$ cat config.mk
export PLATFORM = sky130hd
export DESIGN_NAME = json_comment_blanker
export DESIGN_NICKNAME = d
export VERILOG_FILES = /design/src/rtl/jcb_pkg.sv /design/src/rtl/json_comment_blanker.sv /design/src/rtl/jcb_front.sv /design/src/rtl/jcb_queue.sv /design/src/rtl/jcb_back.sv
export SDC_FILE = /design/constraint.sdc
export NUM_CORES = 1
export LEC_CHECK = 0
export ABC_CLOCK_PERIOD_IN_PS = 4400
export BUFFER_PORTS_ARGS = -buffer_cell sky130_fd_sc_hd__buf_4
export CORE_ASPECT_RATIO = 1.2
export CORE_MARGIN = 2
export CORE_UTILIZATION = 55
export CTS_CLUSTER_DIAMETER = 60
export DETAILED_ROUTE_END_ITERATION = 16
export PLACE_DENSITY = 0.81
export SLEW_MARGIN = 20
export SYNTH_ARGS = -nofsm -noshare
export SYNTH_HDL_FRONTEND = slang
export SYNTH_SLANG_ARGS = --single-unit
$ cat constraint.sdc
create_clock -name clk -period 4.4 [get_ports clk]
set_input_delay 0.88 -clock clk [delete_from_list [all_inputs] [get_ports clk]]
set_output_delay 0.88 -clock clk [all_outputs]
set_load 0.005 [all_outputs]
$ cat src/rtl/jcb_pkg.sv
// ----------------------------------------------------------------------------
// jcb_pkg: shared types and constants of the comment blanker
// Character codes, scan modes, queue entry layout and queue status.
// ----------------------------------------------------------------------------
package jcb_pkg;

    localparam logic [7:0] CH_SLASH  = 8'h2F;
    localparam logic [7:0] CH_STAR   = 8'h2A;
    localparam logic [7:0] CH_HASH   = 8'h23;
    localparam logic [7:0] CH_QUOTE  = 8'h22;
    localparam logic [7:0] CH_BSLASH = 8'h5C;
    localparam logic [7:0] CH_NL     = 8'h0A;
    localparam logic [7:0] CH_SPACE  = 8'h20;

    // Queue between the front and back parts
    localparam int QDEPTH = 4;
    localparam int QAW    = $clog2(QDEPTH);
    localparam int QCW    = $clog2(QDEPTH + 1);

    typedef enum logic [3:0] {
        MODE_NORMAL = 4'b0001,
        MODE_STRING = 4'b0010,
        MODE_LINE   = 4'b0100,
        MODE_BLOCK  = 4'b1000
    } mode_t;

    // One classified input item: one or two cleaned bytes
    typedef struct packed {
        logic [7:0] b0;
        logic [7:0] b1;
        logic       two;
        logic       last;
    } entry_t;

    typedef struct packed {
        logic full;
        logic empty;
    } q_stat_t;

endpackage

$ cat src/rtl/json_comment_blanker.sv
// ----------------------------------------------------------------------------
// json_comment_blanker: streaming JSONC comment blanker
// Blanks // # and /* */ comments to spaces, keeps newlines and strings.
// ----------------------------------------------------------------------------
//
//  channel  | handshake      | fields
//  ---------+----------------+---------------------------
//  input    | push / full    | in_byte[7:0], in_last
//  result   | empty / pop    | out_byte[7:0], out_last
//
//  An input byte is classified in the cycle it is accepted, and the entry it
//  makes, if any, is written to the queue at that edge; the back moves entries
//  from the queue into the output register, where each byte waits for pop.
//  While the queue holds entries and pop keeps up, the output register gives
//  one byte per cycle, so items that expand to two bytes (opening or closing
//  delimiters, a released held byte followed by a byte, and a flushed held
//  byte) give two output bytes; the four-entry queue absorbs those. Reset
//  puts the scanner in normal text with nothing held and empties the queue
//  and output register. A stalled pop only backs up the queue; full rises when all four entries wait.
//
module json_comment_blanker (
    input  logic       clk,
    input  logic       rst_n,
    input  logic       push,
    output logic       full,
    input  logic [7:0] in_byte,
    input  logic       in_last,
    output logic       empty,
    input  logic       pop,
    output logic [7:0] out_byte,
    output logic       out_last
);

    jcb_pkg::q_stat_t q_stat;
    jcb_pkg::entry_t  q_wr_entry;
    jcb_pkg::entry_t  q_head;
    logic             q_push;
    logic             q_pop;

    // Front: classify each byte, hold lookahead, emit up to two bytes
    jcb_front u_front (
        .clk     (clk),
        .rst_n   (rst_n),
        .push    (push),
        .full    (full),
        .in_byte (in_byte),
        .in_last (in_last),
        .q_stat  (q_stat),
        .q_push  (q_push),
        .q_entry (q_wr_entry)
    );

    // Queue: decouple classification from output pacing
    jcb_queue u_queue (
        .clk      (clk),
        .rst_n    (rst_n),
        .wr       (q_push),
        .wr_entry (q_wr_entry),
        .rd       (q_pop),
        .rd_entry (q_head),
        .stat     (q_stat)
    );

    // Back: serialize entries into the output register
    jcb_back u_back (
        .clk      (clk),
        .rst_n    (rst_n),
        .q_stat   (q_stat),
        .q_head   (q_head),
        .q_pop    (q_pop),
        .empty    (empty),
        .pop      (pop),
        .out_byte (out_byte),
        .out_last (out_last)
    );

endmodule

$ cat src/rtl/jcb_front.sv
// ----------------------------------------------------------------------------
// jcb_front: byte classifier
// Tracks the scan mode, escape parity and the held lookahead byte, and turns
// each accepted byte into at most one queue entry of up to two cleaned bytes.
// ----------------------------------------------------------------------------
module jcb_front (
    input  logic             clk,
    input  logic             rst_n,
    input  logic             push,
    output logic             full,
    input  logic [7:0]       in_byte,
    input  logic             in_last,
    input  jcb_pkg::q_stat_t q_stat,
    output logic             q_push,
    output jcb_pkg::entry_t  q_entry
);

    jcb_pkg::mode_t mode_reg, mode_next;
    logic           esc_reg, esc_next;
    logic           held_reg, held_next;
    logic [1:0]     n;
    logic [7:0]     e0, e1;
    logic           done;
    logic           accept;

    assign full   = q_stat.full;
    assign accept = push && !q_stat.full;

    always_comb
    begin
        mode_next = mode_reg;
        esc_next  = esc_reg;
        held_next = held_reg;
        n         = 2'd0;
        e0        = jcb_pkg::CH_SPACE;
        e1        = jcb_pkg::CH_SPACE;
        done      = 1'b0;

        // Resolve the held byte first
        if (held_reg)
        begin
            held_next = 1'b0;
            if (mode_reg == jcb_pkg::MODE_NORMAL)
            begin
                if (in_byte == jcb_pkg::CH_SLASH || in_byte == jcb_pkg::CH_STAR)
                begin
                    mode_next = (in_byte == jcb_pkg::CH_SLASH) ? jcb_pkg::MODE_LINE
                                                               : jcb_pkg::MODE_BLOCK;
                    n    = 2'd2;
                    done = 1'b1;
                end
                else
                begin
                    e0 = jcb_pkg::CH_SLASH;
                    n  = 2'd1;
                end
            end
            else
            begin
                if (in_byte == jcb_pkg::CH_SLASH)
                begin
                    mode_next = jcb_pkg::MODE_NORMAL;
                    n    = 2'd2;
                    done = 1'b1;
                end
                else
                begin
                    n = 2'd1;
                end
            end
        end

        // Handle the byte itself; at most one byte goes out here
        if (!done)
        begin
            unique case (mode_reg)
                jcb_pkg::MODE_NORMAL:
                begin
                    if (in_byte == jcb_pkg::CH_SLASH)
                    begin
                        held_next = 1'b1;
                    end
                    else
                    begin
                        if (n == 2'd0) e0 = (in_byte == jcb_pkg::CH_HASH) ? jcb_pkg::CH_SPACE
                                                                            : in_byte;
                        else           e1 = (in_byte == jcb_pkg::CH_HASH) ? jcb_pkg::CH_SPACE
                                                                            : in_byte;
                        n = n + 2'd1;
                        if (in_byte == jcb_pkg::CH_QUOTE)
                        begin
                            mode_next = jcb_pkg::MODE_STRING;
                            esc_next  = 1'b0;
                        end
                        else if (in_byte == jcb_pkg::CH_HASH)
                        begin
                            mode_next = jcb_pkg::MODE_LINE;
                        end
                    end
                end
                jcb_pkg::MODE_STRING:
                begin
                    if (in_byte == jcb_pkg::CH_QUOTE && !esc_reg)
                        mode_next = jcb_pkg::MODE_NORMAL;
                    esc_next = (in_byte == jcb_pkg::CH_BSLASH) ? !esc_reg : 1'b0;
                    e0 = in_byte;
                    n  = 2'd1;
                end
                jcb_pkg::MODE_LINE:
                begin
                    if (in_byte == jcb_pkg::CH_NL)
                    begin
                        mode_next = jcb_pkg::MODE_NORMAL;
                        e0 = jcb_pkg::CH_NL;
                    end
                    n = 2'd1;
                end
                jcb_pkg::MODE_BLOCK:
                begin
                    if (in_byte == jcb_pkg::CH_STAR)
                    begin
                        held_next = 1'b1;
                    end
                    else
                    begin
                        if (n == 2'd0)
                            e0 = (in_byte == jcb_pkg::CH_NL) ? jcb_pkg::CH_NL
                                                             : jcb_pkg::CH_SPACE;
                        else
                            e1 = (in_byte == jcb_pkg::CH_NL) ? jcb_pkg::CH_NL
                                                             : jcb_pkg::CH_SPACE;
                        n = n + 2'd1;
                    end
                end
                default:
                begin
                    n = n;
                end
            endcase
        end

        // End of text: flush the held byte and drop back to reset state
        if (in_last)
        begin
            if (held_next)
            begin
                if (n == 2'd0)
                    e0 = (mode_next == jcb_pkg::MODE_BLOCK) ? jcb_pkg::CH_SPACE
                                                            : jcb_pkg::CH_SLASH;
                else
                    e1 = (mode_next == jcb_pkg::MODE_BLOCK) ? jcb_pkg::CH_SPACE
                                                            : jcb_pkg::CH_SLASH;
                n = n + 2'd1;
            end
            mode_next = jcb_pkg::MODE_NORMAL;
            esc_next  = 1'b0;
            held_next = 1'b0;
        end
    end

    assign q_push        = accept && (n != 2'd0);
    assign q_entry.b0    = e0;
    assign q_entry.b1    = e1;
    assign q_entry.two   = n[1];
    assign q_entry.last  = in_last;

    always_ff @(posedge clk or negedge rst_n)
    begin
        if (!rst_n)
        begin
            mode_reg <= jcb_pkg::MODE_NORMAL;
            esc_reg  <= 1'b0;
            held_reg <= 1'b0;
        end
        else if (accept)
        begin
            mode_reg <= mode_next;
            esc_reg  <= esc_next;
            held_reg <= held_next;
        end
    end

    a_held_mode: assert property (@(posedge clk) disable iff (!rst_n)
        held_reg |-> (mode_reg == jcb_pkg::MODE_NORMAL || mode_reg == jcb_pkg::MODE_BLOCK))
        else $error("held byte outside normal text or block comment");

    a_push_room: assert property (@(posedge clk) disable iff (!rst_n)
        q_push |-> !q_stat.full)
        else $error("queue written while full");

endmodule

$ cat src/rtl/jcb_queue.sv
// ----------------------------------------------------------------------------
// jcb_queue: entry queue between classifier and output stage
// Small register queue; lets the front keep taking bytes while the back
// drains two-byte entries.
// ----------------------------------------------------------------------------
module jcb_queue (
    input  logic             clk,
    input  logic             rst_n,
    input  logic             wr,
    input  jcb_pkg::entry_t  wr_entry,
    input  logic             rd,
    output jcb_pkg::entry_t  rd_entry,
    output jcb_pkg::q_stat_t stat
);

    jcb_pkg::entry_t                 mem [jcb_pkg::QDEPTH];
    logic [jcb_pkg::QAW-1:0]         wr_ptr_reg;
    logic [jcb_pkg::QAW-1:0]         rd_ptr_reg;
    logic [jcb_pkg::QCW-1:0]         count_reg, count_next;
    logic                            do_wr, do_rd;

    assign stat.full  = (count_reg == jcb_pkg::QCW'(jcb_pkg::QDEPTH));
    assign stat.empty = (count_reg == '0);
    assign do_wr      = wr && !stat.full;
    assign do_rd      = rd && !stat.empty;
    assign rd_entry   = mem[rd_ptr_reg];

    always_comb
    begin
        count_next = count_reg;
        if (do_wr && !do_rd)
            count_next = count_reg + 1'b1;
        else if (do_rd && !do_wr)
            count_next = count_reg - 1'b1;
    end

    always_ff @(posedge clk)
    begin
        if (do_wr)
            mem[wr_ptr_reg] <= wr_entry;
    end

    always_ff @(posedge clk or negedge rst_n)
    begin
        if (!rst_n)
        begin
            wr_ptr_reg <= '0;
            rd_ptr_reg <= '0;
            count_reg  <= '0;
        end
        else
        begin
            if (do_wr) wr_ptr_reg <= wr_ptr_reg + 1'b1;
            if (do_rd) rd_ptr_reg <= rd_ptr_reg + 1'b1;
            count_reg <= count_next;
        end
    end

    a_count_bound: assert property (@(posedge clk) disable iff (!rst_n)
        count_reg <= jcb_pkg::QCW'(jcb_pkg::QDEPTH))
        else $error("queue count beyond depth");

    a_ptr_gap: assert property (@(posedge clk) disable iff (!rst_n)
        (count_reg != jcb_pkg::QCW'(jcb_pkg::QDEPTH)) |->
            (jcb_pkg::QAW'(wr_ptr_reg - rd_ptr_reg) == count_reg[jcb_pkg::QAW-1:0]))
        else $error("queue pointers disagree with count");

endmodule

$ cat src/rtl/jcb_back.sv
// ----------------------------------------------------------------------------
// jcb_back: output stage
// Splits queue entries into single bytes and holds each in an output
// register until it is popped.
// ----------------------------------------------------------------------------
module jcb_back (
    input  logic             clk,
    input  logic             rst_n,
    input  jcb_pkg::q_stat_t q_stat,
    input  jcb_pkg::entry_t  q_head,
    output logic             q_pop,
    output logic             empty,
    input  logic             pop,
    output logic [7:0]       out_byte,
    output logic             out_last
);

    logic       valid_reg;
    logic       phase_reg;
    logic [7:0] byte_reg;
    logic       last_reg;
    logic       load;
    logic       final_part;

    assign empty      = !valid_reg;
    assign out_byte   = byte_reg;
    assign out_last   = last_reg;
    assign load       = !q_stat.empty && (!valid_reg || pop);
    assign final_part = phase_reg || !q_head.two;
    assign q_pop      = load && final_part;

    always_ff @(posedge clk)
    begin
        if (load)
        begin
            byte_reg <= phase_reg ? q_head.b1 : q_head.b0;
            last_reg <= q_head.last && final_part;
        end
    end

    always_ff @(posedge clk or negedge rst_n)
    begin
        if (!rst_n)
        begin
            valid_reg <= 1'b0;
            phase_reg <= 1'b0;
        end
        else
        begin
            if (load)
                valid_reg <= 1'b1;
            else if (pop)
                valid_reg <= 1'b0;
            if (load)
                phase_reg <= !final_part;
        end
    end

    a_phase_two: assert property (@(posedge clk) disable iff (!rst_n)
        phase_reg |-> (!q_stat.empty && q_head.two))
        else $error("second byte pending without a two-byte entry");

endmodule
==> metrics.md <==
| Metric | Value |
|---|---|
| Outcome | finished, final reports clean |
| Grt ovf | 0 |
| Top Ports | 24 |
| Max_slew headroom | 33.7% |
| GR Util met2 | 34.2% |
| Post-Synthesis Cells | 325 |
| Max incr delay on CP | 0.71 ns |
| Main synth FF type | edfxtp_1 |
| Num CTS Buffers | 9 |
| Die Ht | 105 µm |
| Max Freq | 249 MHz |
| Crit path max fanout | 16 |
| ANT cells | 0 |
| Mapped Avg Cell Area | 14.4 µm² |
| IO Port Bufs | 23 |
| CTS tree | yes |
| Clock Sink Count | 96 |
| Most Used Layer, Global Route | met2 |
| Capture point of the worst reg-to-reg path | u_queue.count_reg[2]$_DFFE_PN0P_ |
| Synth area leaders | edfxtp_1 (52%), mux4_2 (8.7%), dfrtp_1 (7.5%), mux2_2 (2.4%), ha_1 (1.9%) |
| HPWL Detailed | 6580 µm |
| Register area share after synthesis | 60.0% |
| Final min period | 4.02 ns |
| Power Dens Cells | 587 nW/µm² |
| Critical Path Start Type | flip-flop |
| Post-Synthesis Cell Area | 4680 µm² |
| Initial Util | 57.1% |
| Core Rows | 36 |
| Post-synth EDFFs | 81 |
| Pins over their slew limit | 0 |
| Htree depth | 3 |
| Fin nets | 370 |
| Reg-to-reg slack, setup | 0.38 ns |
| Max reg flops | 72 |
| R2r worst-path depth | 16 |
| Top-count cell post-synth | edfxtp_1 |
| Slew @ Worst Pin | 0.981 ns |
| Met1 usage | 28.0% |
| DRC | 0 |
| Clock Pin Slew Worst Setup and Hold Paths | 0.09 ns |
| Cell breakdown of the critical path | nor4b_1 -> a21oi_1 -> nor2_1 -> inv_2 -> ha_1 -> o21a_1 -> nor2_1 -> ha_1 -> o211ai_1 -> a21oi_4 -> ha_1 -> inv_1 -> fa_1 -> xor2_1 -> nor2_1 -> xor2_1 |
| Synth top cells by count | edfxtp_1 (81), mux4_2 (18), a21oi_1 (17), nand2_1 (17), nor2_1 (17) |
| Total power | 3.05 mW |
| Initial antenna violation count | 0 |
| CP endpoint kind | flip-flop |
| Yosys warns | 0 |
| Initial DRC count | 147 |
| Hold WC Path Type | primary input to asynchronous set/reset pin |
| # hold bufs at CTS | 0 |
| Largest area contributor in the netlist | edfxtp_1 |
| WS Path Type | flip-flop to flip-flop |
| Yosys top cell area share | 52.0% |
| Area growth syn-to-layout | 11.0% |
| Wirelength per Cell | 20.0 µm |
| Crit path setup slack, layout | 0.378 ns |
| Setup TNS | 0 ns |
| Overall routed net length | 9360 µm |
| Post-CTS sizing | 0 |
| Share of layout cells above drive strength 1 | 25.4% |
| Fin crit share | 91.4% |
| Setup Viol. Count Final | 0 |
| #FFs+latches synth | 96 |
| Final Skew | 0.00784 ns |
| Final GP Congestion | 0.938 |
| 1st-pass router iterations | 5 |
| Gr usage total | 21.5% |
| Vias in the first global route | 2826 |
| Post-route ant nets | 0 |
| RSZ-0062 raised after global routing | no |
| Synth cell types | 62 |
| Core area | 8200 µm² |
| First-pass GRT wire length | 14600 µm |
| Clk Tree Root Cell | clkbuf_8 |
| Worst reg2reg path startpoint | u_front.mode_reg[0]$_DFFE_PN1P_ |
| Peak supply drop | 237 µV |
| Fraction of registers with async set/reset | 15.6% |
| Buf/Inv on CP | 2 |
| Via/cell ratio | 6.15 |
| Die Area | 9260 µm² |
| Critical path depth in cells | 16 |
| WP data arrival | 4.31 ns |
| Syn nets | 346 |
| Leakage | 1.78 nW |
| Final Hold Viols | 0 |
| Critical path data required time | 4.68 ns |
| CP max stage cell | dfstp_2 |
| Max-cap violations | 0 |
| Largest net degree at the start of global routing | 20 |
| Via count | 2880 |
| Setup bufs post-CTS | 0 |
| CP delay by family, top | adder cells |
| Bufs on Longest Clock Path | 2 |
| Met3 Resource Use GR | 3.16% |
| DP Worst Slack | 0.174 ns |
| Clock Latency Late Sink | 0.36 ns |
| Die Wd | 88.2 µm |
cell usage in the layout (no fill, tap or decap), drive strengths merged, types with 4 or more instances in the layout:
cell type	n
xnor2	7
clkbuf	9
o21ai	14
edfxtp	81
o211ai	4
mux4	18
xor2	4
nor3b	4
nand4	5
a22o	4
nand2	18
nor4b	5
inv	12
a21oi	18
dfrtp	14
mux2	11
and2	10
buf	32
nor2	17
ha	7
nor3	7
o31ai	4
nand3	5
power by group:
part           switching (mW)  internal [mW]
clock                   0.300          0.321
combinational           0.526          0.499
sequential              0.120           1.28
routing by layer:
metal	wire length, µm	part of all wire (%)	vias to the layer above
li1	-	-	1327
met1	3870	41	1442
met2	4750	51	84
met3	316	3.4	27
met4	421	4.5	0
met5	0	0	-
cells by family (layout without fill, tap and decap cells):
kind of cell	after synthesis	count (layout)	synth area share [%]
AO/OA/AOI/OAI	62	62	9.66
buffers and inverters	29	58	2.65
AND/OR/NAND/NOR	88	88	11.6
adder cells (fa/ha/maj)	8	8	2.30
flip-flops	96	96	60.0
multiplexers	31	31	11.7
XOR/XNOR	11	11	2.06
stage by stage:
step	std cells	instance area [µm²]	hold slack [ns]	util, %
2_1_floorplan	325	4680	0.464	-
6_report	468	5190	0.359	63.3
3_5_place_dp	452	4970	0.490	60.7
4_1_cts	468	5190	0.348	63.3
3_3_place_gp	452	4970	0.487	60.7
5_1_grt	468	5190	0.354	63.3
cell type report:
cell class | instances | area, µm²
inverters | 10 | 37.5
well taps | 114 | 143
flip-flops and latches | 96 | 2810
multi-input cells | 200 | 1750
repair buffers | 32 | 240
fillers | 635 | 3010
clock buffers | 9 | 124
clock inverters | 7 | 93.8
worst max path at each step:
stage,from,endpoint,slack [ns]
after floorplan,in_byte[2],u_queue.count_reg[2]$_DFFE_PN0P_,0.22
after global placement,in_byte[0],u_queue.count_reg[2]$_DFFE_PN0P_,0.32
after detailed placement,in_byte[4],u_queue.count_reg[2]$_DFFE_PN0P_,0.17
after CTS,u_front.mode_reg[0]$_DFFE_PN1P_,u_queue.count_reg[2]$_DFFE_PN0P_,0.40
after global routing,u_front.mode_reg[0]$_DFFE_PN1P_,u_queue.count_reg[2]$_DFFE_PN0P_,0.13
final,u_front.mode_reg[0]$_DFFE_PN1P_,u_queue.count_reg[2]$_DFFE_PN0P_,0.38
No activity file was read; power rests on OpenSTA's default activity.
